===== src/design/ivu_pkg.sv =====
package ivu_pkg;

    // Component and result widths.
    localparam int CW         = 16;
    localparam int DW         = CW + 1;
    localparam int RW         = 32;
    localparam int SCW        = 35;
    localparam int LANES      = 4;

    // Square-root unit: one result bit per stage.
    localparam int RT_W       = 18;
    localparam int SQ_IN_W    = 2 * RT_W;
    localparam int SQ_STAGES  = RT_W;

    // Divider: one quotient bit per stage.
    localparam int DIV_STAGES = CW;

    // Command codes.
    localparam logic [3:0] CMD_ADD    = 4'd0;
    localparam logic [3:0] CMD_SUB    = 4'd1;
    localparam logic [3:0] CMD_SCALE  = 4'd2;
    localparam logic [3:0] CMD_DIV    = 4'd3;
    localparam logic [3:0] CMD_LENSQ  = 4'd4;
    localparam logic [3:0] CMD_LEN    = 4'd5;
    localparam logic [3:0] CMD_DIST   = 4'd6;
    localparam logic [3:0] CMD_DISTSQ = 4'd7;
    localparam logic [3:0] CMD_NORM   = 4'd8;
    localparam logic [3:0] CMD_EQ     = 4'd9;
    localparam logic [3:0] CMD_DOT    = 4'd10;
    localparam logic [3:0] CMD_CROSS  = 4'd11;

    // One result word.
    typedef struct packed {
        logic [LANES-1:0][RW-1:0] vec;
        logic [SCW-1:0]           sc;
        logic                     dz;
    } res_t;

    // What one lane found in the first stage.
    typedef struct packed {
        logic signed [RW-1:0] sum;
        logic signed [RW-1:0] diff;
        logic signed [RW-1:0] scl;
        logic signed [RW-1:0] dotp;
        logic signed [RW-1:0] crs;
        logic [RW-1:0]        sq;
        logic                 eq;
        logic [CW-1:0]        a;
    } lane_out_t;

    // Context carried beside the square-root and divide pipelines.
    typedef struct packed {
        logic [3:0]               cmd;
        res_t                     res;
        logic [LANES-1:0][CW-1:0] a;
        logic [CW-1:0]            s;
        logic [LANES-1:0]         neg;
        logic                     use_q;
    } ctx_t;

endpackage


===== src/design/ivu_lane.sv =====
module ivu_lane import ivu_pkg::*; (
    input  logic                 aclk,
    input  logic                 en,
    input  logic [3:0]           cmd,
    input  logic signed [CW-1:0] a,
    input  logic signed [CW-1:0] b,
    input  logic signed [CW-1:0] s,
    input  logic signed [CW-1:0] ca1,
    input  logic signed [CW-1:0] cb1,
    input  logic signed [CW-1:0] ca2,
    input  logic signed [CW-1:0] cb2,
    output lane_out_t            q
);

    logic signed [DW-1:0]   a_e;
    logic signed [DW-1:0]   b_e;
    logic signed [DW-1:0]   d;
    logic signed [DW-1:0]   sel;
    logic signed [2*DW-1:0] sq_full;
    logic signed [RW:0]     crs_full;
    lane_out_t              q_reg;
    lane_out_t              q_next;

    // Per-component sums, differences and products.
    always_comb begin
        a_e      = DW'(a);
        b_e      = DW'(b);
        d        = a_e - b_e;
        sel      = (cmd == CMD_DIST || cmd == CMD_DISTSQ) ? d : a_e;
        sq_full  = sel * sel;
        crs_full = (RW+1)'(ca1 * cb1) - (RW+1)'(ca2 * cb2);
        q_next.sum  = RW'(a_e + b_e);
        q_next.diff = RW'(d);
        q_next.scl  = RW'(a * s);
        q_next.dotp = RW'(a * b);
        q_next.crs  = crs_full[RW-1:0];
        q_next.sq   = sq_full[RW-1:0];
        q_next.eq   = (a == b);
        q_next.a    = a;
    end

    always_ff @(posedge aclk) begin
        if (en) begin
            q_reg <= q_next;
        end
    end

    assign q = q_reg;

endmodule


===== config.mk =====
export PLATFORM = sky130hd
export DESIGN_NAME = ivu_lane
export DESIGN_NICKNAME = d
export VERILOG_FILES = /design/src/design/ivu_pkg.sv /design/src/design/ivu_lane.sv
export SDC_FILE = /design/constraint.sdc
export NUM_CORES = 2
export LEC_CHECK = 0
export ABC_CLOCK_PERIOD_IN_PS = 11040
export BUFFER_PORTS_ARGS = -buffer_cell sky130_fd_sc_hd__clkbuf_2
export CAP_MARGIN = 5
export CORE_UTILIZATION = 65
export DETAILED_ROUTE_END_ITERATION = 6
export HOLD_SLACK_MARGIN = 0.15
export PLACE_DENSITY = 0.94
export REMOVE_ABC_BUFFERS = 1
export SETUP_SLACK_MARGIN = 0.15
export SYNTH_ARGS = -nofsm -noshare
export SYNTH_HDL_FRONTEND = slang
export SYNTH_SLANG_ARGS = --single-unit

===== constraint.sdc =====
create_clock -name aclk -period 11.04 [get_ports aclk]
set_input_delay 1.104 -clock aclk [delete_from_list [all_inputs] [get_ports aclk]]
set_output_delay 1.104 -clock aclk [all_outputs]
set_load 0.02 [all_outputs]

Word level (Yosys, flattened, before mapping)
Index checks and enable logic that the tools add are counted.
{"block": "totals", "ff_bits": 194, "in_bits": 118, "out_inout_bits": 209, "elab_cells": 21}
{"block": "classes", "addsub": 3, "n_mul": 5, "n_eq_ne": 3, "n_mux": 1, "n_reduce_logical": 1}
{"op": "16-bit by 16-bit multiplier with 32-bit output", "count": 4}
{"op": "17-bit by 17-bit multiplier with 32-bit output", "count": 1}
{"op": "32-bit subtractor", "count": 1}
{"op": "16-bit by 16-bit adder with 17-bit output", "count": 1}
{"op": "17-bit 2-to-1 mux", "count": 1}
{"op": "16-bit by 16-bit subtractor with 17-bit output", "count": 1}
{"op": "16-bit == test", "count": 1}
{"op": "4-bit by 3-bit == test with 1-bit output, second input constant", "count": 2}
{"op": "1-bit logical OR", "count": 1}

Longest topological paths before layout
{"block": "depth", "depth_word": 4, "mapped_depth": 36, "mapped_depth_nobuf": 34}

Worst setup path after synthesis
Ideal clock, no wire load.
{"block": "synth_path", "path_kind": "in2reg", "startpoint": "input a[0]", "endpoint": "register q_reg (netlist bit q[47]) (data pin)", "setup_time_ns": 0.261, "arrival_ns": 8.295, "t_required_ns": 10.779, "slack_ns": 2.484, "cell_stages": 31, "n_path_buf": 2, "path_cell_list": "inv_1 -> buf_1 -> ha_1 -> fa_1 -> nor2b_1 -> o2111ai_1 -> a311oi_2 -> o31ai_4 -> a21o_1 -> a21oi_2 -> clkbuf_1 -> nor2_1 -> fa_1 -> inv_1 -> fa_1 -> inv_1 -> fa_1 -> fa_1 -> fa_1 -> inv_1 -> fa_1 -> inv_1 -> ha_1 -> a21o_1 -> a21oi_1 -> o21ai_0 -> nor2b_1 -> a21oi_1 -> a41o_1 -> nor4_1 -> a311o_1"}
{"element": "start, declared", "line_no": "ivu_lane.sv:5", "text": "input logic signed [CW-1:0] a,"}
{"element": "end signal, assigned", "line_no": "ivu_lane.sv:44", "text": "q_reg <= q_next;"}
{"element": "end, declared", "line_no": "ivu_lane.sv:21", "text": "lane_out_t q_reg;"}

==> results.cfg <==
[outcome]
status = finished with violations
failed_checks = DRC

[floorplan]
coreArea_sq_um = 84000
dieArea_sq_um = 86400
dieWidth_um = 294
num_rows = 106
io_pins = 327
initial_core_util = 0.660
die_y_um = 294

[place]
place.gp.congestion = 0.968
post-dp-hpwl_um = 118000
dpl-instance-area_sq_um = 57800
port_buffers = 324

[routing]
routed_wl_um = 147000
drt_iter0_drc = 3773
dr_total_vias = 40900
wl_per_cell_um = 21.0
dr.pass1.iters = 7
vias_per_cell = 5.85
antenna_left = 0
drc_errors = 2

[finish]
final_nets = 7726
drive_gt1_frac = 0.0736
largest_register_ffs = 177
post-route-cell-area_sq_um = 58500
area_growth_syn_to_layout_pct = 5.56

[global_routing]
grtUsageTotal = 0.361
antenna_found_initial = 16
grt-ovfl-total = 0
grt_pass1_wl_um = 238000
grt_max_degree = 67
grt_pass1_vias = 46200

[setup_path]
start_kind = primary input
path_common_cell = fa_1
crit_fanout = 17
cp.required_ps = 11330
worstSetupEndpointType = flip-flop
cp.arrival_ps = 9970
slowest_stage = a21oi_2
critPathBufInv = 5
cp_top_family = adder cells
max_stage_delay_ps = 590
critical_path_class = in2reg

[cts]
postCtsSetupRepairBufs = 0
root_buffer = clkbuf_16
hold_buffers = 0
clkTransAtPathRegs_ps = 120
ctsHtreeMaxLevel = 4
numCtsBuffers = 17
tritoncts = done
cts_buffer_depth = 2
cts.repair.resized = 0
clock_sinks = 177

[logic_synthesis]
syn_inst = 5640
yosys.area.top_type = fa_1
synth_edf_count = 177
synth_most_common_cell = inv_1
synth_seq_cells = 177
syn_area_sq_um = 55400
ys_top_cells_by_count = 1456 x inv_1, 1360 x fa_1, 649 x nand2_1
synth_top_area_share = 0.491
synthArstFlopShare = 0
yosysUniqueCellTypes = 89
ys_seq_area_frac = 0.0959
synth_area_leaders = fa_1 49%, inv_1 9.9%, ha_1 9.8%
synthFlopType = edfxtp_1
synth_area_per_cell_sq_um = 9.83
yosysWarnings = 0

[timing]
grt_setup_unrepaired = no
max_slew.worst_pin.slew_ps = 1070
setup_violations = 0
max_freq_ghz = 0.103
setup_tns_ps = 0
finalMaxSlewViolations = 0
min_period_ps = 9680
hold_viol = 0
maxSlewHeadroom = 0.284
period_share = 0.877

[worst_hold_path]
hold_path_class = in2reg

[flow_run]
cap_violations = 0
## per-stage QoR
stage	hold WS, ps	setup slack [ps]	instances	utilization
finish	1150	1360	6981	0.697
global route	1130	836	6973	0.697
CTS	1120	1540	6960	0.696
detailed placement	1560	971	6928	0.689
global placement	1560	1360	6928	0.689
floorplan	1200	2280	5435	-
## final cells by class
| type | instances | area (sq um) |
|---|---|---|
| antenna | 21 | 52.6 |
| clock buffer | 17 | 425 |
| clock inverter | 15 | 213 |
| fill | 5531 | 25500 |
| inverter | 1467 | 5510 |
| multi-input combinational | 3791 | 43700 |
| sequential | 177 | 5320 |
| tap | 1134 | 1420 |
| timing repair buffer | 359 | 1890 |
## final timing paths
path	end	cells past startpoint	startpoint	slack, ps
setup / recovery	q[48]	29	b[0]	1360
hold / removal	q[140]	1	en	1150
## cells in the final DEF, fill, tap and decap left out, types with 14 or more instances in the layout
| master | netlist | layout |
|---|---|---|
| o21ai_0 | 50 | 50 |
| diode_2 | 0 | 21 |
| nor3_1 | 30 | 30 |
| nor2b_1 | 32 | 32 |
| buf_4 | 33 | 35 |
| edfxtp_1 | 177 | 177 |
| xnor2_1 | 151 | 151 |
| o21a_1 | 25 | 25 |
| clkbuf_2 | 0 | 323 |
| ha_1 | 435 | 435 |
| xor2_1 | 37 | 37 |
| nand2_1 | 649 | 649 |
| a21oi_1 | 99 | 99 |
| a31oi_1 | 14 | 14 |
| inv_1 | 1456 | 1456 |
| clkbuf_16 | 0 | 17 |
| and2_1 | 403 | 403 |
| nand2b_1 | 51 | 51 |
| nand3_1 | 19 | 19 |
| fa_1 | 1360 | 1360 |
| a21o_1 | 36 | 36 |
| nor2_1 | 228 | 228 |
## kinds of logic (layout without fill, tap and decap cells)
group / Yosys count / count (layout) / share of synthesized area
adders and majority gates: 1795 / 1795 / 0.589
buffers and inverters: 1672 / 1858 / 0.116
and+or+nand+nor: 1454 / 1454 / 0.124
AOI/OAI and AO/OA: 341 / 341 / 0.0425
xor gates and xnor gates: 189 / 189 / 0.0300
DFF: 177 / 177 / 0.0959
muxes: 11 / 11 / 0.00235
other: 1 / 22 / 0.0000677
## routing by layer
metal  GRT usage  vias to the layer above  wire length, um
met5           0                        -               33
met4       0.241                        4            10700
met3      0.0871                      745            16400
met2       0.567                     2649            69600
met1       0.448                    20600            50000
li1            -                    16900                -
Power is left out: the tool's default activity adds up to more than one toggle a clock period on the data nets, which glitch-free logic cannot reach.
