**src/design/ivu_pkg.sv**
```systemverilog
package ivu_pkg;

    // Component and result widths.
    localparam int CW         = 16;
    localparam int DW         = CW + 1;
    localparam int RW         = 32;
    localparam int SCW        = 35;
    localparam int LANES      = 4;

    // Square-root unit: one result bit per stage.
    localparam int RT_W       = 18;
    localparam int SQ_IN_W    = 2 * RT_W;
    localparam int SQ_STAGES  = RT_W;

    // Divider: one quotient bit per stage.
    localparam int DIV_STAGES = CW;

    // Command codes.
    localparam logic [3:0] CMD_ADD    = 4'd0;
    localparam logic [3:0] CMD_SUB    = 4'd1;
    localparam logic [3:0] CMD_SCALE  = 4'd2;
    localparam logic [3:0] CMD_DIV    = 4'd3;
    localparam logic [3:0] CMD_LENSQ  = 4'd4;
    localparam logic [3:0] CMD_LEN    = 4'd5;
    localparam logic [3:0] CMD_DIST   = 4'd6;
    localparam logic [3:0] CMD_DISTSQ = 4'd7;
    localparam logic [3:0] CMD_NORM   = 4'd8;
    localparam logic [3:0] CMD_EQ     = 4'd9;
    localparam logic [3:0] CMD_DOT    = 4'd10;
    localparam logic [3:0] CMD_CROSS  = 4'd11;

    // One result word.
    typedef struct packed {
        logic [LANES-1:0][RW-1:0] vec;
        logic [SCW-1:0]           sc;
        logic                     dz;
    } res_t;

    // What one lane found in the first stage.
    typedef struct packed {
        logic signed [RW-1:0] sum;
        logic signed [RW-1:0] diff;
        logic signed [RW-1:0] scl;
        logic signed [RW-1:0] dotp;
        logic signed [RW-1:0] crs;
        logic [RW-1:0]        sq;
        logic                 eq;
        logic [CW-1:0]        a;
    } lane_out_t;

    // Context carried beside the square-root and divide pipelines.
    typedef struct packed {
        logic [3:0]               cmd;
        res_t                     res;
        logic [LANES-1:0][CW-1:0] a;
        logic [CW-1:0]            s;
        logic [LANES-1:0]         neg;
        logic                     use_q;
    } ctx_t;

endpackage

```
**src/design/ivu_isqrt.sv**
```systemverilog
module ivu_isqrt import ivu_pkg::*; (
    input  logic               aclk,
    input  logic               en,
    input  logic [SQ_IN_W-1:0] n,
    output logic [RT_W-1:0]    root
);

    logic [RT_W+1:0]   rem_reg  [SQ_STAGES];
    logic [RT_W+1:0]   rem_next [SQ_STAGES];
    logic [RT_W-1:0]   root_reg [SQ_STAGES];
    logic [RT_W-1:0]   root_next[SQ_STAGES];
    logic [SQ_IN_W-1:0] src_reg [SQ_STAGES];
    logic [SQ_IN_W-1:0] src_next[SQ_STAGES];

    // Each stage brings down two bits of the radicand and decides one root bit.
    always_comb begin
        logic [RT_W+1:0]    r_prev;
        logic [RT_W-1:0]    q_prev;
        logic [SQ_IN_W-1:0] s_prev;
        logic [RT_W+3:0]    r2;
        logic [RT_W+3:0]    trial;
        logic [RT_W+3:0]    r_sub;
        for (int k = 0; k < SQ_STAGES; k++) begin
            if (k == 0) begin
                r_prev = '0;
                q_prev = '0;
                s_prev = n;
            end else begin
                r_prev = rem_reg[k-1];
                q_prev = root_reg[k-1];
                s_prev = src_reg[k-1];
            end
            r2    = {r_prev, s_prev[SQ_IN_W-1 -: 2]};
            trial = {2'b00, q_prev, 2'b01};
            r_sub = r2 - trial;
            if (r2 >= trial) begin
                rem_next[k]  = r_sub[RT_W+1:0];
                root_next[k] = {q_prev[RT_W-2:0], 1'b1};
            end else begin
                rem_next[k]  = r2[RT_W+1:0];
                root_next[k] = {q_prev[RT_W-2:0], 1'b0};
            end
            src_next[k] = {s_prev[SQ_IN_W-3:0], 2'b00};
        end
    end

    always_ff @(posedge aclk) begin
        if (en) begin
            for (int k = 0; k < SQ_STAGES; k++) begin
                rem_reg[k]  <= rem_next[k];
                root_reg[k] <= root_next[k];
                src_reg[k]  <= src_next[k];
            end
        end
    end

    assign root = root_reg[SQ_STAGES-1];

endmodule

```
**config.mk**
```make
export PLATFORM = sky130hd
export DESIGN_NAME = ivu_isqrt
export DESIGN_NICKNAME = d
export VERILOG_FILES = /design/src/design/ivu_pkg.sv /design/src/design/ivu_isqrt.sv
export SDC_FILE = /design/constraint.sdc
export NUM_CORES = 1
export LEC_CHECK = 0
export CORE_MARGIN = 1.5
export CORE_UTILIZATION = 30
export CTS_CLUSTER_SIZE = 24
export DETAILED_ROUTE_END_ITERATION = 6
export DONT_BUFFER_PORTS = 1
export GPL_TIMING_DRIVEN = 0
export PLACE_DENSITY_LB_ADDON = 0.05
export SYNTH_ARGS = -nofsm -noshare
export SYNTH_HDL_FRONTEND = slang
export SYNTH_SLANG_ARGS = --single-unit
```
**constraint.sdc**
```tcl
create_clock -name aclk -period 2.9 [get_ports aclk]
set_input_delay 0.58 -clock aclk [delete_from_list [all_inputs] [get_ports aclk]]
set_output_delay 0.58 -clock aclk [all_outputs]
set_load 0.02 [all_outputs]
```
; Yosys cells after proc, flatten, opt, wreduce, memory -nomap -nowiden
; Memories as Yosys holds them, arrays and structs flattened.
; Index checks and enable logic that the tools add are counted.
[op_classes]
n_addsub = 18
n_mul = 0
n_div = 0
n_lt_le_gt_ge = 18
n_eq_ne = 0
n_shift = 0
n_mux = 38
n_bitwise = 0
reduce_logical = 0
[op_table]
columns = operator, count
row1 = >= comparator 22 x 20 -> 1 bit, 17
row2 = 2-to-1 mux 20 bit, 18
row3 = subtractor 20 bit, 17
row4 = 2-to-1 mux 1 bit, 20
row5 = "subtractor 2 x 1 -> 3 bit, second input constant", 1
row6 = ">= comparator 2 x 1 -> 1 bit, second input constant", 1
[totals]
ff_bits = 0
latchBits = 0
ram_bits = 1296
rom_bits = 0
in_bits = 38
n_memories = 3
[memory_table]
columns = name, depth, word_bits, rd, rd_clocked_by_memory_dff, write_ports, line_no
row1 = src_reg, 18, 34, 17, 0, 18, ivu_isqrt.sv:12  ; logic [SQ_IN_W-1:0] src_reg [SQ_STAGES];
row2 = rem_reg, 18, 20, 17, 0, 18, ivu_isqrt.sv:8  ; logic [RT_W+1:0] rem_reg [SQ_STAGES];
row3 = root_reg, 18, 18, 18, 0, 18, ivu_isqrt.sv:10  ; logic [RT_W-1:0] root_reg [SQ_STAGES];

; Longest topological paths before layout
; An unclocked memory read counts as a cell.
[depth]
ltp_word = 3
depth_mapped = 12
mapped_depth_nobuf = 10

; Worst setup path before layout
; Ideal clock, no wire load.
[synth_timing]
kind = reg-to-reg
start = memory rem_reg[15][3] (netlist bit)
end = memory rem_reg[16][19] (netlist bit), data pin
setup_ns = 0.260
t_arrival_ns = 2.440
required_time_ns = 2.640
path_slack_ns = 0.200
stages_incl_launch_ff = 8
n_path_buf = 0
cell_sequence = edfxtp_1 ha_1 a21o_1 a221o_1 a31oi_1 o31ai_1 a2111oi_0 mux2_2
[synth_lines]
columns = item, line_no
row1 = start: declaration, ivu_isqrt.sv:8

==> out/qor.yml <==
synthAdderAreaFrac: 0.0647
synth_top_flop_cell: "edfxtp_1"
largest_reg_flops: 317
grt_overflow: 0
slowest_stage: "edfxtp_1"
drt_iter0_markers: 1488
cp_slowest_stage_delay_ns: 0.42
dp_hpwl_um: 51800
grt_max_degree: 795
cp_max_fo: 4
die_x_um: 353
r2r_start: "rem_reg[9][8]"
critPathKind: "reg2reg"
synth.distinct_cells: 88
io_buffers: 0
ys_warn_count: 0
layout_common_cells: "794 x edfxtp_1, 231 x inv_1, 175 x ha_1, 170 x nor2_1, 166 x nand2_1"
p_leak_nw: 16.1
grt_use_total: 0.121
cts_root_buf: "clkbuf_16"
synth_area_leaders: "edfxtp_1 65%, ha_1 6.5%, xnor2_1 3.6%, inv_1 2.4%, a21oi_1 2.3%"
startpoint: "rem_reg[9][8]"
netlist.area_leader.share: 0.648
ys_ff_latch: 794
dieArea_mm2: 0.125
path_cells: "ha_1 -> and2_1 -> nand4_1 -> o211ai_1 -> buf_4 -> buf_4 -> buf_4 -> buf_4 -> buf_4 -> buf_4 -> buf_4 -> buf_4 -> buf_4 -> buf_4 -> nand2b_4 -> o31ai_2"
synth_top_family_by_area: "simple AND/OR/NAND/NOR gates"
place_congestion: 0.894
tightestPinTransition_ns: 1.24
synthMuxAreaShare: 0.0140
start_util: 0.302
path_clk_slew_ns: 0.06
maxCapViolCount: 0
startpoint_type: "flop"
synth-edff-count: 794
antenna_found_initial: 3
finalSetupTns_ns: -0.0613
p_per_area_mw_per_mm2: 733
crit_required_ns: 3.32
clockBufferDepth: 3
report.final.slew_viol_count: 0
min_path_type: "in2reg"
rsz0062_at_grt: "true"
endpoint_kind: "flop"
fp-row-count: 128
drcViolationCount: 0
htreeDepth: 3
syn_nets: 2994
hold_viol_final: 0
violations: "setup timing"
clk_latency_ns: 0.68
numCtsBuffers: 97
layout_commonest_cell: "edfxtp_1"
total_power_w: 0.0320
skew_ns: 0.0500
status: "finished with violations"
cts_num_sinks: 794
timing.slew.headroom: 0.163
vias: 21700
viasPerCell: 4.67
wl_per_cell_um: 16.7
synth_area_per_cell_um2: 13.3
first_pass_iters: 7
ant_nets: 0
setup_ws_ns: -0.0613
setup_violations: 1
fillers: 11900
yosys.area.top_type: "edfxtp_1"
areaGrowthSynthToFinish_pct: 18.9
max_freq_mhz: 338
layout-drive-gt1-share: 0.128
wl_um: 77600
final_nets: 3175
fin_crit_sh: 1.02
synth_cells: 2766
cts_tree: "built"
synthArstFlopShare: 0
coreArea_mm2: 0.122
synth_compound_area_frac: 0.0934
finalCriticalPeriod_ns: 2.96
cp_common_cell: "buf_4"
io-pin-count: 56
ys_seq_area_frac: 0.648
synth_xor_area_frac: 0.0565
syn_area_mm2: 0.0368
arrival_ns: 3.38
grt_pass1_vias: 21600
max-vdd-ir-drop_mv: 0.410
grt_pass1_wl_um: 121000
synth_simple_gate_area_share: 0.0944
dieHeight_um: 353
worstHoldStart: "n[34]"
[per-stage QoR]
stage / area [µm²] / setup slack (ns) / instances / utilization / hold WS (ns)
final: 43700 / -0.0613 / 4655 / 0.359 / 0.0714
after global routing: 43700 / -0.150 / 4655 / 0.359 / 0.0187
after global placement: 38800 / -0.904 / 4391 / 0.319 / 0.400
after detailed placement: 38800 / -0.880 / 4391 / 0.319 / 0.405
after floorplan: 36800 / 0.200 / 2766 / - / 0.400
after CTS: 43000 / -0.0468 / 4633 / 0.353 / 0.00524
[synth_stat cells (17+ instances only)]
master / number
nand3_1: 43
mux2_2: 37
a211oi_1: 19
nor4_1: 27
clkbuf_1: 20
nand2b_1: 42
o21ai_0: 128
nor2b_1: 29
ha_1: 190
o21a_1: 44
or3_1: 20
a21o_1: 40
xnor2_1: 152
o211ai_1: 17
a21oi_1: 170
nand2_1: 169
edfxtp_1: 794
nand4_1: 25
inv_1: 232
xor2_1: 85
nor2_1: 171
nor3_1: 53
[report_power, final]
group / internal [W] / switching (W) / leakage [nW] / total, W
Combinational: 0.00209 / 0.00269 / 6.97 / 0.00478
Clock: 0.00743 / 0.00485 / 1.57 / 0.0123
Sequential: 0.0142 / 0.000778 / 7.60 / 0.0150
Total: 0.0237 / 0.00832 / 16.1 / 0.0320
[layout make-up]
type,instances,area [µm²],area share
inverter,234,883,0.0202
clock buffer,122,2520,0.0577
tap,1625,2030,0.0465
timing repair buffer,88,881,0.0202
sequential,794,23800,0.546
buffer,30,208,0.00475
clock inverter,59,752,0.0172
multi-input combinational,1702,12600,0.288
antenna,1,2.50,0.0000573
[timing repair]
item	4_1_cts	5_1_grt
setup endpoints to repair	165	371
hold endpoints to repair	34	16
pin swaps	22	26
cloned	0	3
gates resized for setup	88	86
hold buffers	34	1
buffers inserted	30	16
[worst max-delay path: cells and delay by family (launching register included)]
| kind | cells | cell delay, ns |
|---|---|---|
| compound gates | 2 | 0.17 |
| flops | 1 | 0.42 |
| simple gates | 3 | 0.49 |
| fa+ha+maj | 1 | 0.35 |
| buf+inv | 10 | 1.27 |
[metal layers]
| metal | global-route usage | vias to the layer above | part of all wire |
|---|---|---|---|
| met5 | 0 | - | 0 |
| met4 | 0.0423 | 0 | 0.027 |
| met3 | 0.0293 | 144 | 0.057 |
| met2 | 0.178 | 457 | 0.42 |
| met1 | 0.172 | 10500 | 0.49 |
| li1 | - | 10700 | - |
[logic make-up (layout without fill, tap and decap cells)]
logic type	after synthesis	in the layout
flip-flops	794	794
other	1	2
buffers and inverters	270	533
XOR/XNOR	237	237
AO/OA/AOI/OAI	542	542
AND/OR/NAND/NOR	686	686
multiplexers	46	46
adder cells (fa/ha/maj)	190	190
[worst paths after layout]
path	end	slack [ns]	depth (start not counted)
setup / recovery	rem_reg[10][14]	-0.06	16
hold / removal	root_reg[0][0]	0.07	1
setup reg to reg	rem_reg[10][14]	-0.06	16
hold reg to reg	src_reg[11][29]	0.41	0
Note: power is estimated with default switching activity, not from simulation.
