`src/design/ivu_pkg.sv`:
```
package ivu_pkg;

    // Component and result widths.
    localparam int CW         = 16;
    localparam int DW         = CW + 1;
    localparam int RW         = 32;
    localparam int SCW        = 35;
    localparam int LANES      = 4;

    // Square-root unit: one result bit per stage.
    localparam int RT_W       = 18;
    localparam int SQ_IN_W    = 2 * RT_W;
    localparam int SQ_STAGES  = RT_W;

    // Divider: one quotient bit per stage.
    localparam int DIV_STAGES = CW;

    // Command codes.
    localparam logic [3:0] CMD_ADD    = 4'd0;
    localparam logic [3:0] CMD_SUB    = 4'd1;
    localparam logic [3:0] CMD_SCALE  = 4'd2;
    localparam logic [3:0] CMD_DIV    = 4'd3;
    localparam logic [3:0] CMD_LENSQ  = 4'd4;
    localparam logic [3:0] CMD_LEN    = 4'd5;
    localparam logic [3:0] CMD_DIST   = 4'd6;
    localparam logic [3:0] CMD_DISTSQ = 4'd7;
    localparam logic [3:0] CMD_NORM   = 4'd8;
    localparam logic [3:0] CMD_EQ     = 4'd9;
    localparam logic [3:0] CMD_DOT    = 4'd10;
    localparam logic [3:0] CMD_CROSS  = 4'd11;

    // One result word.
    typedef struct packed {
        logic [LANES-1:0][RW-1:0] vec;
        logic [SCW-1:0]           sc;
        logic                     dz;
    } res_t;

    // What one lane found in the first stage.
    typedef struct packed {
        logic signed [RW-1:0] sum;
        logic signed [RW-1:0] diff;
        logic signed [RW-1:0] scl;
        logic signed [RW-1:0] dotp;
        logic signed [RW-1:0] crs;
        logic [RW-1:0]        sq;
        logic                 eq;
        logic [CW-1:0]        a;
    } lane_out_t;

    // Context carried beside the square-root and divide pipelines.
    typedef struct packed {
        logic [3:0]               cmd;
        res_t                     res;
        logic [LANES-1:0][CW-1:0] a;
        logic [CW-1:0]            s;
        logic [LANES-1:0]         neg;
        logic                     use_q;
    } ctx_t;

endpackage

```
`src/design/ivu_div.sv`:
```
module ivu_div import ivu_pkg::*; (
    input  logic          aclk,
    input  logic          en,
    input  logic [CW-1:0] num,
    input  logic [DW-1:0] den,
    output logic [CW-1:0] quo
);

    logic [DW-1:0] rem_reg [DIV_STAGES];
    logic [DW-1:0] rem_next[DIV_STAGES];
    logic [CW-1:0] q_reg   [DIV_STAGES];
    logic [CW-1:0] q_next  [DIV_STAGES];
    logic [CW-1:0] n_reg   [DIV_STAGES];
    logic [CW-1:0] n_next  [DIV_STAGES];
    logic [DW-1:0] d_reg   [DIV_STAGES];
    logic [DW-1:0] d_next  [DIV_STAGES];

    // Restoring division of magnitudes, one quotient bit per stage.
    always_comb begin
        logic [DW-1:0] r_prev;
        logic [CW-1:0] q_prev;
        logic [CW-1:0] n_prev;
        logic [DW-1:0] d_prev;
        logic [DW:0]   r2;
        logic [DW:0]   r_sub;
        for (int k = 0; k < DIV_STAGES; k++) begin
            if (k == 0) begin
                r_prev = '0;
                q_prev = '0;
                n_prev = num;
                d_prev = den;
            end else begin
                r_prev = rem_reg[k-1];
                q_prev = q_reg[k-1];
                n_prev = n_reg[k-1];
                d_prev = d_reg[k-1];
            end
            r2    = {r_prev, n_prev[CW-1]};
            r_sub = r2 - {1'b0, d_prev};
            if (r2 >= {1'b0, d_prev}) begin
                rem_next[k] = r_sub[DW-1:0];
                q_next[k]   = {q_prev[CW-2:0], 1'b1};
            end else begin
                rem_next[k] = r2[DW-1:0];
                q_next[k]   = {q_prev[CW-2:0], 1'b0};
            end
            n_next[k] = {n_prev[CW-2:0], 1'b0};
            d_next[k] = d_prev;
        end
    end

    always_ff @(posedge aclk) begin
        if (en) begin
            for (int k = 0; k < DIV_STAGES; k++) begin
                rem_reg[k] <= rem_next[k];
                q_reg[k]   <= q_next[k];
                n_reg[k]   <= n_next[k];
                d_reg[k]   <= d_next[k];
            end
        end
    end

    assign quo = q_reg[DIV_STAGES-1];

endmodule

```
`config.mk`:
```
export PLATFORM = sky130hd
export DESIGN_NAME = ivu_div
export DESIGN_NICKNAME = d
export VERILOG_FILES = /design/src/design/ivu_pkg.sv /design/src/design/ivu_div.sv
export SDC_FILE = /design/constraint.sdc
export NUM_CORES = 1
export LEC_CHECK = 0
export BUFFER_PORTS_ARGS = -buffer_cell sky130_fd_sc_hd__buf_2
export CORE_UTILIZATION = 60
export CTS_CLUSTER_DIAMETER = 30
export DETAILED_ROUTE_END_ITERATION = 8
export GPL_ROUTABILITY_DRIVEN = 0
export HOLD_SLACK_MARGIN = 0.05
export PLACE_DENSITY_LB_ADDON = 0.12
export SYNTH_ARGS = -nofsm -noshare
export SYNTH_HDL_FRONTEND = slang
export SYNTH_SLANG_ARGS = --single-unit
```
`constraint.sdc`:
```
create_clock -name aclk -period 4.5 [get_ports aclk]
set_input_delay 0.675 -clock aclk [delete_from_list [all_inputs] [get_ports aclk]]
set_output_delay 0.675 -clock aclk [all_outputs]
set_load 0.02 [all_outputs]
```
### Word-level counts from Yosys, hierarchy flattened

Memories as Yosys holds them, arrays and structs flattened.
Index checks and enable logic that the tools add are counted.

* register bits after elaboration: 0
* RAM bits: 1040
* input port bits: 35
* logic and storage cells: 70
* memories: 4

* add/sub/neg operators: 16
* $lt $le $gt $ge: 16
* multiplexer cells: 34

Memory list
* d_reg: depth 16, bits a word 17, read ports 15, clocked after Yosys merged registers in 0, write ports 16, RTL line ivu_div.sv:15 `logic [DW-1:0] d_reg [DIV_STAGES];`
* rem_reg: depth 16, bits a word 17, read ports 15, clocked after Yosys merged registers in 0, write ports 16, RTL line ivu_div.sv:9 `logic [DW-1:0] rem_reg [DIV_STAGES];`
* q_reg: depth 16, bits a word 16, read ports 16, clocked after Yosys merged registers in 0, write ports 16, RTL line ivu_div.sv:11 `logic [CW-1:0] q_reg [DIV_STAGES];`
* n_reg: depth 16, bits a word 15, read ports 15, clocked after Yosys merged registers in 0, write ports 16, RTL line ivu_div.sv:13 `logic [CW-1:0] n_reg [DIV_STAGES];`

Operators with widths (number)
* $mux 17: 16
* $ge 18x17->1: 15
* $sub 17x17->17: 15
* $mux 1: 18
* $ge 1x17->1: 1
* $sub 1x17->17: 1

### Longest topological paths before layout

Gate-level depths: netlist of run 1.
An unclocked memory read counts as a cell.

* depth after elaboration: 3
* mapped depth: 13
* depth with buffers taken out: 12

### Least setup slack after synthesis of run 1

Ideal clock, no wire load.

* path type: register to register
* from: memory n_reg[0][74] (netlist bit)
* to: memory rem_reg[0][100] (netlist bit), data pin
* arrival time: 2.956 ns
* path slack: 1.284 ns
* stages on the path, launching flop included: 14
* buffers on the path: 1
* clock period less this slack: 3.216 ns
* path through: edfxtp_1 -> inv_1 -> ha_1 -> inv_1 -> fa_1 -> a211oi_2 -> o21ai_0 -> a21oi_1 -> a21oi_1 -> o21ai_1 -> a21oi_1 -> a2111oi_4 -> buf_4 -> mux2_2

RTL lines (RTL line)
* start, declared: ivu_div.sv:13
* end, declared: ivu_div.sv:9

==> qor.log, run 1 <==
INFO  run_status     status=finished clean
INFO  cts            clock_sinks=766
INFO  logic_synthesis ys.warnings.count=0
INFO  hold_path      min-delay-path-class=input pin to register
INFO  drt            post-route-drc-count=0
INFO  sta            unrepaired_setup_endpoints_after_global_routing=false
INFO  logic_synthesis async_reset_ff_share=0%
INFO  cts            cts_resized=0
INFO  sta            fin_worst_hold_slack=0.137ns
INFO  critical_path  path_buf_inv=2
INFO  placed_design  placement.setup.worst_slack=0.736ns
INFO  sta            final-max-slew-violation-count=0
INFO  sta            slew_headroom=39.2%
INFO  power_and_ir_drop total_leakage_power=0.0177uW
INFO  cts            clock-root-buffer=clkbuf_16
INFO  drt            vias=22800
INFO  drt            antenna_violating_nets_post_route=0
INFO  critical_path  timing.critical_path.slowest_cell_delay=0.46ns
INFO  logic_synthesis post_synth_instance_area=37800um^2
INFO  power_and_ir_drop irDropWorstVdd=0.417mV
INFO  critical_path  capturing_element_type_of_the_critical_path=register
INFO  floorplanning  placementRows=91
INFO  sta            finalCritPeriodShare=83.4%
INFO  cells_and_area finished_layout_cell_area=44300um^2
INFO  logic_synthesis synth.net_count=3156
INFO  critical_path  critical_path.slowest_cell=edfxtp_1
INFO  drt            post_drt_wl_per_cell=17.6um
INFO  grt            grt_overflow=0
INFO  critical_path  timing.setup.critical_path_class=register to register
INFO  floorplanning  vert_die_dim=253um
INFO  logic_synthesis yosys.cell_count.top_type=edfxtp_1
INFO  cts            clock_tree_from_tritoncts=built
INFO  logic_synthesis yosysTopAreaCellShare=60.9%
INFO  logic_synthesis synthTopCellsByArea=edfxtp_1, ha_1, mux2_2, inv_1, xnor2_1
INFO  grt            grt_pass1_vias=23500
INFO  logic_synthesis synth_sequential_area_ratio=60.9%
INFO  grt            initial_antenna_violation_count=0
INFO  grt            grt_max_degree=122
INFO  cts            worstSkewPairLatency=0.71ns
INFO  logic_synthesis postSynth.topFlopCell=edfxtp_1
INFO  logic_synthesis synthesis.instances=2850
INFO  cells_and_area finish.net_count=3352
INFO  logic_synthesis synth-seq-cells=766
INFO  drt            wl=70700um
INFO  logic_synthesis synthTopCellsByCount=edfxtp_1, inv_1, ha_1, a21oi_1, mux2_2
INFO  cells_and_area areaGrowthSynthToFinish=17.3%
INFO  critical_path  family_with_the_most_delay_on_the_worst_path=compound AO/OA/AOI/OAI gates
INFO  power_and_ir_drop p_per_area=730nW/um^2
INFO  critical_path  crit_path_max_fanout=18
INFO  logic_synthesis syn_avg_cell_area=13.3um^2
INFO  cells_and_area final_util=71.5%
INFO  critical_path  data_arrival_time_of_the_worst_path=4.18ns
INFO  sta            setup_viol=0
INFO  cts            cts_hold_repair.buffers=0
INFO  sta            total_negative_slack=0ns
INFO  drt            first_pass_iters=6
INFO  placed_design  dp_hpwl=49300um
INFO  floorplanning  fp.coreArea=61900um^2
INFO  floorplanning  floorplan.io_pins=51
INFO  critical_path  setup.worst_path.start_class=register
INFO  cts            cts.repair_timing.setup_buffer_count=0
INFO  grt            global_route_wire_length_before_repair=115000um
INFO  logic_synthesis ys_types=76
INFO  sta            postLayoutSetupSlackWorst=0.746ns
INFO  sta            period_needed=3.75ns
INFO  cts            cts_made_buffers=155
INFO  cells_and_area drive_gt1_share=16.6%
INFO  sta            final_clock_skew=0.0241ns
INFO  flow_run       drv_cap=0
INFO  cts            clk_path_buf_depth=3
INFO  cts            clock_pin_slew_on_the_worst_setup_and_hold_paths=0.05ns
INFO  grt            grt_use_total=22.7%
INFO  critical_path  crit_cells=12
INFO  floorplanning  die-width=253um
INFO  logic_synthesis yosys_top_cell_by_area=edfxtp_1
INFO  sta            final_hold_viol_count=0
INFO  cts            htree_levels=4
INFO  hold_path      min_path_cells=1
INFO  floorplanning  initial_core_util=61.0%
INFO  placed_design  post_dp_cell_area=39200um^2
INFO  critical_path  worstPathRequired=4.93ns
INFO  drt            dr.first_iter.drc_count=1525
INFO  critical_path  cell_chain_critical_path=ha_1 -> inv_1 -> fa_1 -> a211oi_1 -> nor2_1 -> o31ai_1 -> nand2_1 -> a31oi_1 -> o41ai_1 -> a31oi_2 -> buf_4 -> mux2_2
INFO  placed_design  place.port_buffers=50
INFO  cells_and_area antenna_cells_inserted=0
INFO  critical_path  r2r_cells=12
INFO  sta            max_freq=266MHz
INFO  logic_synthesis synth_enable_flop_cells=766
INFO  floorplanning  area_enclosed_by_the_die_boundary=64000um^2
INFO  sta            max_slew.worst_pin.slew=0.900ns
INFO  drt            via_per_inst=5.69
[report_power, final]
part           switching, uW  internal, uW  leakage [uW]
Clock                   3730          7150       0.00244
Combinational           5550          5090       0.00777
Sequential               823         10000       0.00748
[layout by cell type, fill, tap and decap left out, drive strengths merged, types with 14 or more instances in the layout]
master and n:
a211oi 19, a21o 68, a21oi 193, and3 14, buf 73, clkbuf 171
clkinv 52, clkinvlp 25, edfxtp 766, fa 14, ha 257, inv 347
mux2 162, mux2i 14, nand2 132, nand2b 24, nand3 26, nand4 34
nor2 134, nor2b 22, nor3 52, o21a 34, o21ai 146, o21bai 31
o31a 14, xnor2 124, xor2 64
[kinds of logic (layout without fill, tap and decap cells)]
group / after synthesis / in the layout / synth area share (%)
simple gates: 483 / 483 / 6.04
flops: 766 / 766 / 60.9
compound gates: 611 / 611 / 10.5
buf+inv: 355 / 679 / 3.65
fa+ha+maj: 271 / 271 / 9.25
xor+xnor: 188 / 188 / 4.36
mux: 176 / 176 / 5.27
[worst paths after layout]
path | startpoint | end | slack [ns]
setup / recovery | d_reg[1][17]$_DFFE_PP_ | rem_reg[1][42]$_DFFE_PP_ | 0.75
setup reg to reg | d_reg[1][17]$_DFFE_PP_ | rem_reg[1][42]$_DFFE_PP_ | 0.75
hold reg to reg | n_reg[0][72]$_DFFE_PP_ | n_reg[0][88]$_DFFE_PP_ | 0.41
hold / removal | num[13] | n_reg[0][13]$_DFFE_PP_ | 0.14
[metrics by stage]
step,power (uW),instances
after CTS,32500,4011
after floorplan,19000,2850
after global placement,21000,3726
after global routing,34100,4011
after detailed placement,21400,3726
final,32400,4011
[routing by layer]
| layer | wire length (um) | up-vias | GRT usage, % | part of all wire [%] |
|---|---|---|---|---|
| met5 | 0 | - | 0 | 0 |
| met4 | 2360 | 0 | 11.0 | 3.3 |
| met3 | 2810 | 176 | 4.19 | 4.0 |
| met2 | 36800 | 567 | 40.6 | 52 |
| met1 | 28800 | 11000 | 26.3 | 41 |
| li1 | - | 11100 | - | - |
[cell type report]
| cell class | instances | area, um^2 |
|---|---|---|
| tap | 837 | 1050 |
| clock buffer | 171 | 4050 |
| fill | 4085 | 17600 |
| inverter | 321 | 1200 |
| multi-input combinational | 1729 | 13400 |
| sequential | 766 | 23000 |
| clock inverter | 114 | 1040 |
| timing repair buffer | 73 | 558 |
Power figures use the tool's default switching activity.
==> inputs of run 2 (changes only) <==
==> constraint.sdc (replaced) <==
create_clock -name aclk -period 3.7 [get_ports aclk]
set_input_delay 0.555 -clock aclk [delete_from_list [all_inputs] [get_ports aclk]]
set_output_delay 0.555 -clock aclk [all_outputs]
set_load 0.02 [all_outputs]
==> run 2 against run 1 <==
Die area stayed put. First-iteration DRC count is 3.0% higher. Critical path depth is 1 higher. Cell count is 1.1% higher. Clock power is 27% higher. Combinational power is 25% higher. Largest cell class unchanged.
==> qor.log, run 2 (synthesized netlist as in run 1, its figures left out) <==
INFO  run_status     status=finished clean
INFO  critical_path  cell_chain_critical_path=inv_1 -> ha_1 -> inv_1 -> fa_1 -> a211oi_1 -> o21bai_1 -> a21oi_1 -> o31a_2 -> o41ai_1 -> a221o_1 -> a31oi_4 -> buf_4 -> mux2_2
INFO  sta            max_slew.worst_pin.slew=0.964ns [+0.0641 ns]
INFO  critical_path  r2r_start=n_reg[1][44]$_DFFE_PP_
INFO  critical_path  critical_path.slowest_cell=fa_1
INFO  sta            max_freq=286MHz [+7.4%]
INFO  cts            worstSkewPairLatency=0.71ns [about the same]
INFO  placed_design  placement.setup.worst_slack=0.240ns [-0.497 ns]
INFO  floorplanning  area_enclosed_by_the_die_boundary=64000um^2 [unchanged]
INFO  sta            slew_headroom=35.7% [-3.5 points]
INFO  cells_and_area antenna_cells_inserted=0 [unchanged]
INFO  grt            global_route_wire_length_before_repair=117000um [+2.1%]
INFO  cts            clock_tree_from_tritoncts=built
INFO  sta            final_clock_skew=0.0291ns [+0.00497 ns]
INFO  critical_path  setup_crit_start=n_reg[1][44]$_DFFE_PP_
INFO  critical_path  data_arrival_time_of_the_worst_path=3.93ns [-0.25 ns]
INFO  sta            unrepaired_setup_endpoints_after_global_routing=false
INFO  drt            dr.first_iter.drc_count=1571 [+3.0%]
INFO  floorplanning  floorplan.io_pins=51 [unchanged]
INFO  cts            clock_pin_slew_on_the_worst_setup_and_hold_paths=0.05ns [about the same]
INFO  cells_and_area finish.net_count=3400 [+1.4%]
INFO  critical_path  worstPathRequired=4.13ns [-0.80 ns]
INFO  critical_path  r2r_cells=13 [+1]
INFO  placed_design  dp_hpwl=50400um [+2.3%]
INFO  cells_and_area finished_layout_cell_area=45000um^2 [+1.6%]
INFO  drt            vias=23200 [+1.6%]
INFO  cells_and_area fillers=4010 [-1.8%]
INFO  cells_and_area layout.cells.non_filler=4056 [+1.1%]
INFO  grt            initial_antenna_violation_count=0 [unchanged]
INFO  grt            grt_max_degree=102 [-16%]
INFO  cts            cts_made_buffers=148 [-4.5%]
INFO  critical_path  crit_path_frequent_cell=inv_1
INFO  floorplanning  die-width=253um [unchanged]
INFO  placed_design  dp.cells=3751 [+0.67%]
INFO  hold_path      holdCritStartpoint=den[15]
INFO  drt            post-route-drc-count=0 [unchanged]
INFO  grt            grt_use_total=23.2% [+0.50 points]
INFO  cts            clock_sinks=766 [unchanged]
INFO  drt            antenna_violating_nets_post_route=0 [unchanged]
INFO  critical_path  rrSetupSlack=0.20ns [-0.54 ns]
INFO  cells_and_area layout.cells.most_common=edfxtp_1
INFO  floorplanning  initial_core_util=61.0% [unchanged]
INFO  cts            htree_levels=4 [unchanged]
INFO  cells_and_area drive_gt1_share=16.8% [+0.23 points]
INFO  hold_path      min-delay-path-class=input pin to register
INFO  sta            final-max-slew-violation-count=0 [unchanged]
INFO  critical_path  crit_path_max_fanout=12 [-6]
INFO  critical_path  timing.setup.critical_path_class=register to register
INFO  sta            setup_viol=0 [unchanged]
INFO  power_and_ir_drop p_per_area=893nW/um^2 [+22%]
INFO  cells_and_area areaGrowthSynthToFinish=19.2%
INFO  placed_design  post_dp_cell_area=39500um^2 [+0.61%]
INFO  floorplanning  placementRows=91 [unchanged]
INFO  hold_path      min_delay_worst_endpoint=d_reg[0][15]$_DFFE_PP_
INFO  flow_run       drv_cap=0 [unchanged]
INFO  critical_path  capturing_element_type_of_the_critical_path=register
INFO  power_and_ir_drop total_leakage_power=0.0180uW [+2.0%]
INFO  sta            fin_worst_hold_slack=0.114ns [-0.0228 ns]
INFO  placed_design  place.port_buffers=50 [unchanged]
INFO  sta            finalCritPeriodShare=94.5% [+11 points]
INFO  power_and_ir_drop irDropWorstVdd=0.574mV [+38%]
INFO  sta            final_hold_viol_count=0 [unchanged]
INFO  critical_path  crit-reg2reg-capture=rem_reg[1][52]$_DFFE_PP_
INFO  hold_path      min_path_cells=1 [unchanged]
INFO  floorplanning  fp.coreArea=61900um^2 [unchanged]
INFO  sta            period_needed=3.50ns [-0.259 ns]
INFO  critical_path  setup.worst_path.start_class=register
INFO  drt            first_pass_iters=7 [+1]
INFO  drt            wl=72700um [+2.8%]
INFO  floorplanning  vert_die_dim=253um [unchanged]
INFO  sta            postLayoutSetupSlackWorst=0.204ns [-0.541 ns]
INFO  drt            post_drt_wl_per_cell=17.9um [+1.6%]
INFO  drt            via_per_inst=5.72 [+0.46%]
INFO  cts            cts.repair_timing.setup_buffer_count=0 [unchanged]
INFO  sta            total_negative_slack=0ns [unchanged]
INFO  grt            grt_overflow=0 [unchanged]
INFO  cells_and_area commonest_cells_after_routing_fill_and_taps_aside=edfxtp_1, inv_1, ha_1, a21oi_1
INFO  cts            clk_path_buf_depth=3 [unchanged]
INFO  critical_path  timing.critical_path.slowest_cell_delay=0.43ns [-0.03 ns]
INFO  cts            clock-root-buffer=clkbuf_16
INFO  grt            grt_pass1_vias=23900 [+1.8%]
[run 2: layer usage]
metal	track usage, %	share of wire [%]	vias up	wire (um)
li1	-	-	11100	-
met1	26.3	39	11200	28700
met2	41.8	52	681	38100
met3	4.66	4.5	190	3290
met4	11.1	3.5	0	2580
met5	0	0	-	0
[run 2: timing repair]
action | 4_1_cts | 5_1_grt
setup endpoints to repair | 0 | 16
endpoints found under the hold margin | 30 | 0
hold buffers | 30 | 0
resized for setup | 0 | 1
[run 2: final cells by class]
cell class | count | area (um^2) | area share, %
Timing Repair Buffer | 128 | 1100 | 2.43
Clock buffer | 165 | 3920 | 8.70
Multi-Input combinational cell | 1729 | 13400 | 29.8
Tap cell | 837 | 1050 | 2.33
Sequential cell | 766 | 23000 | 51.1
Clock inverter | 110 | 1340 | 2.98
Inverter | 321 | 1200 | 2.68
[run 2: report_power, final]
group	internal (uW)	switching, uW	leakage [uW]
clock	9340	4470	0.00253
combinational	6350	6810	0.00803
sequential	12200	1050	0.00748
[run 2: worst max-delay path by stage]
stage	endpoint	slack, ns	cells past startpoint
after floorplan	rem_reg[0][100]$_DFFE_PP_	0.48	13
after global placement	rem_reg[1][54]$_DFFE_PP_	0.34	13
after detailed placement	rem_reg[1][18]$_DFFE_PP_	0.24	13
after CTS	rem_reg[1][29]$_DFFE_PP_	0.16	13
after global routing	rem_reg[1][55]$_DFFE_PP_	0.002	13
final	rem_reg[1][52]$_DFFE_PP_	0.20	13
[run 2: worst max-delay path, delay by kind of cell (launching register included)]
kind	cells	cell delay (ns)
mux	1	0.35
compound gates	7	1.54
buf+inv	3	0.37
fa+ha+maj	2	0.59
flops	1	0.37
[run 2: through the flow]
step | util, % | total power, uW
6_report | 72.7 | 40200
5_1_grt | 72.7 | 42300
4_1_cts | 72.7 | 40300
3_5_place_dp | 63.7 | 26200
3_3_place_gp | 63.7 | 25600
2_1_floorplan | - | 23100
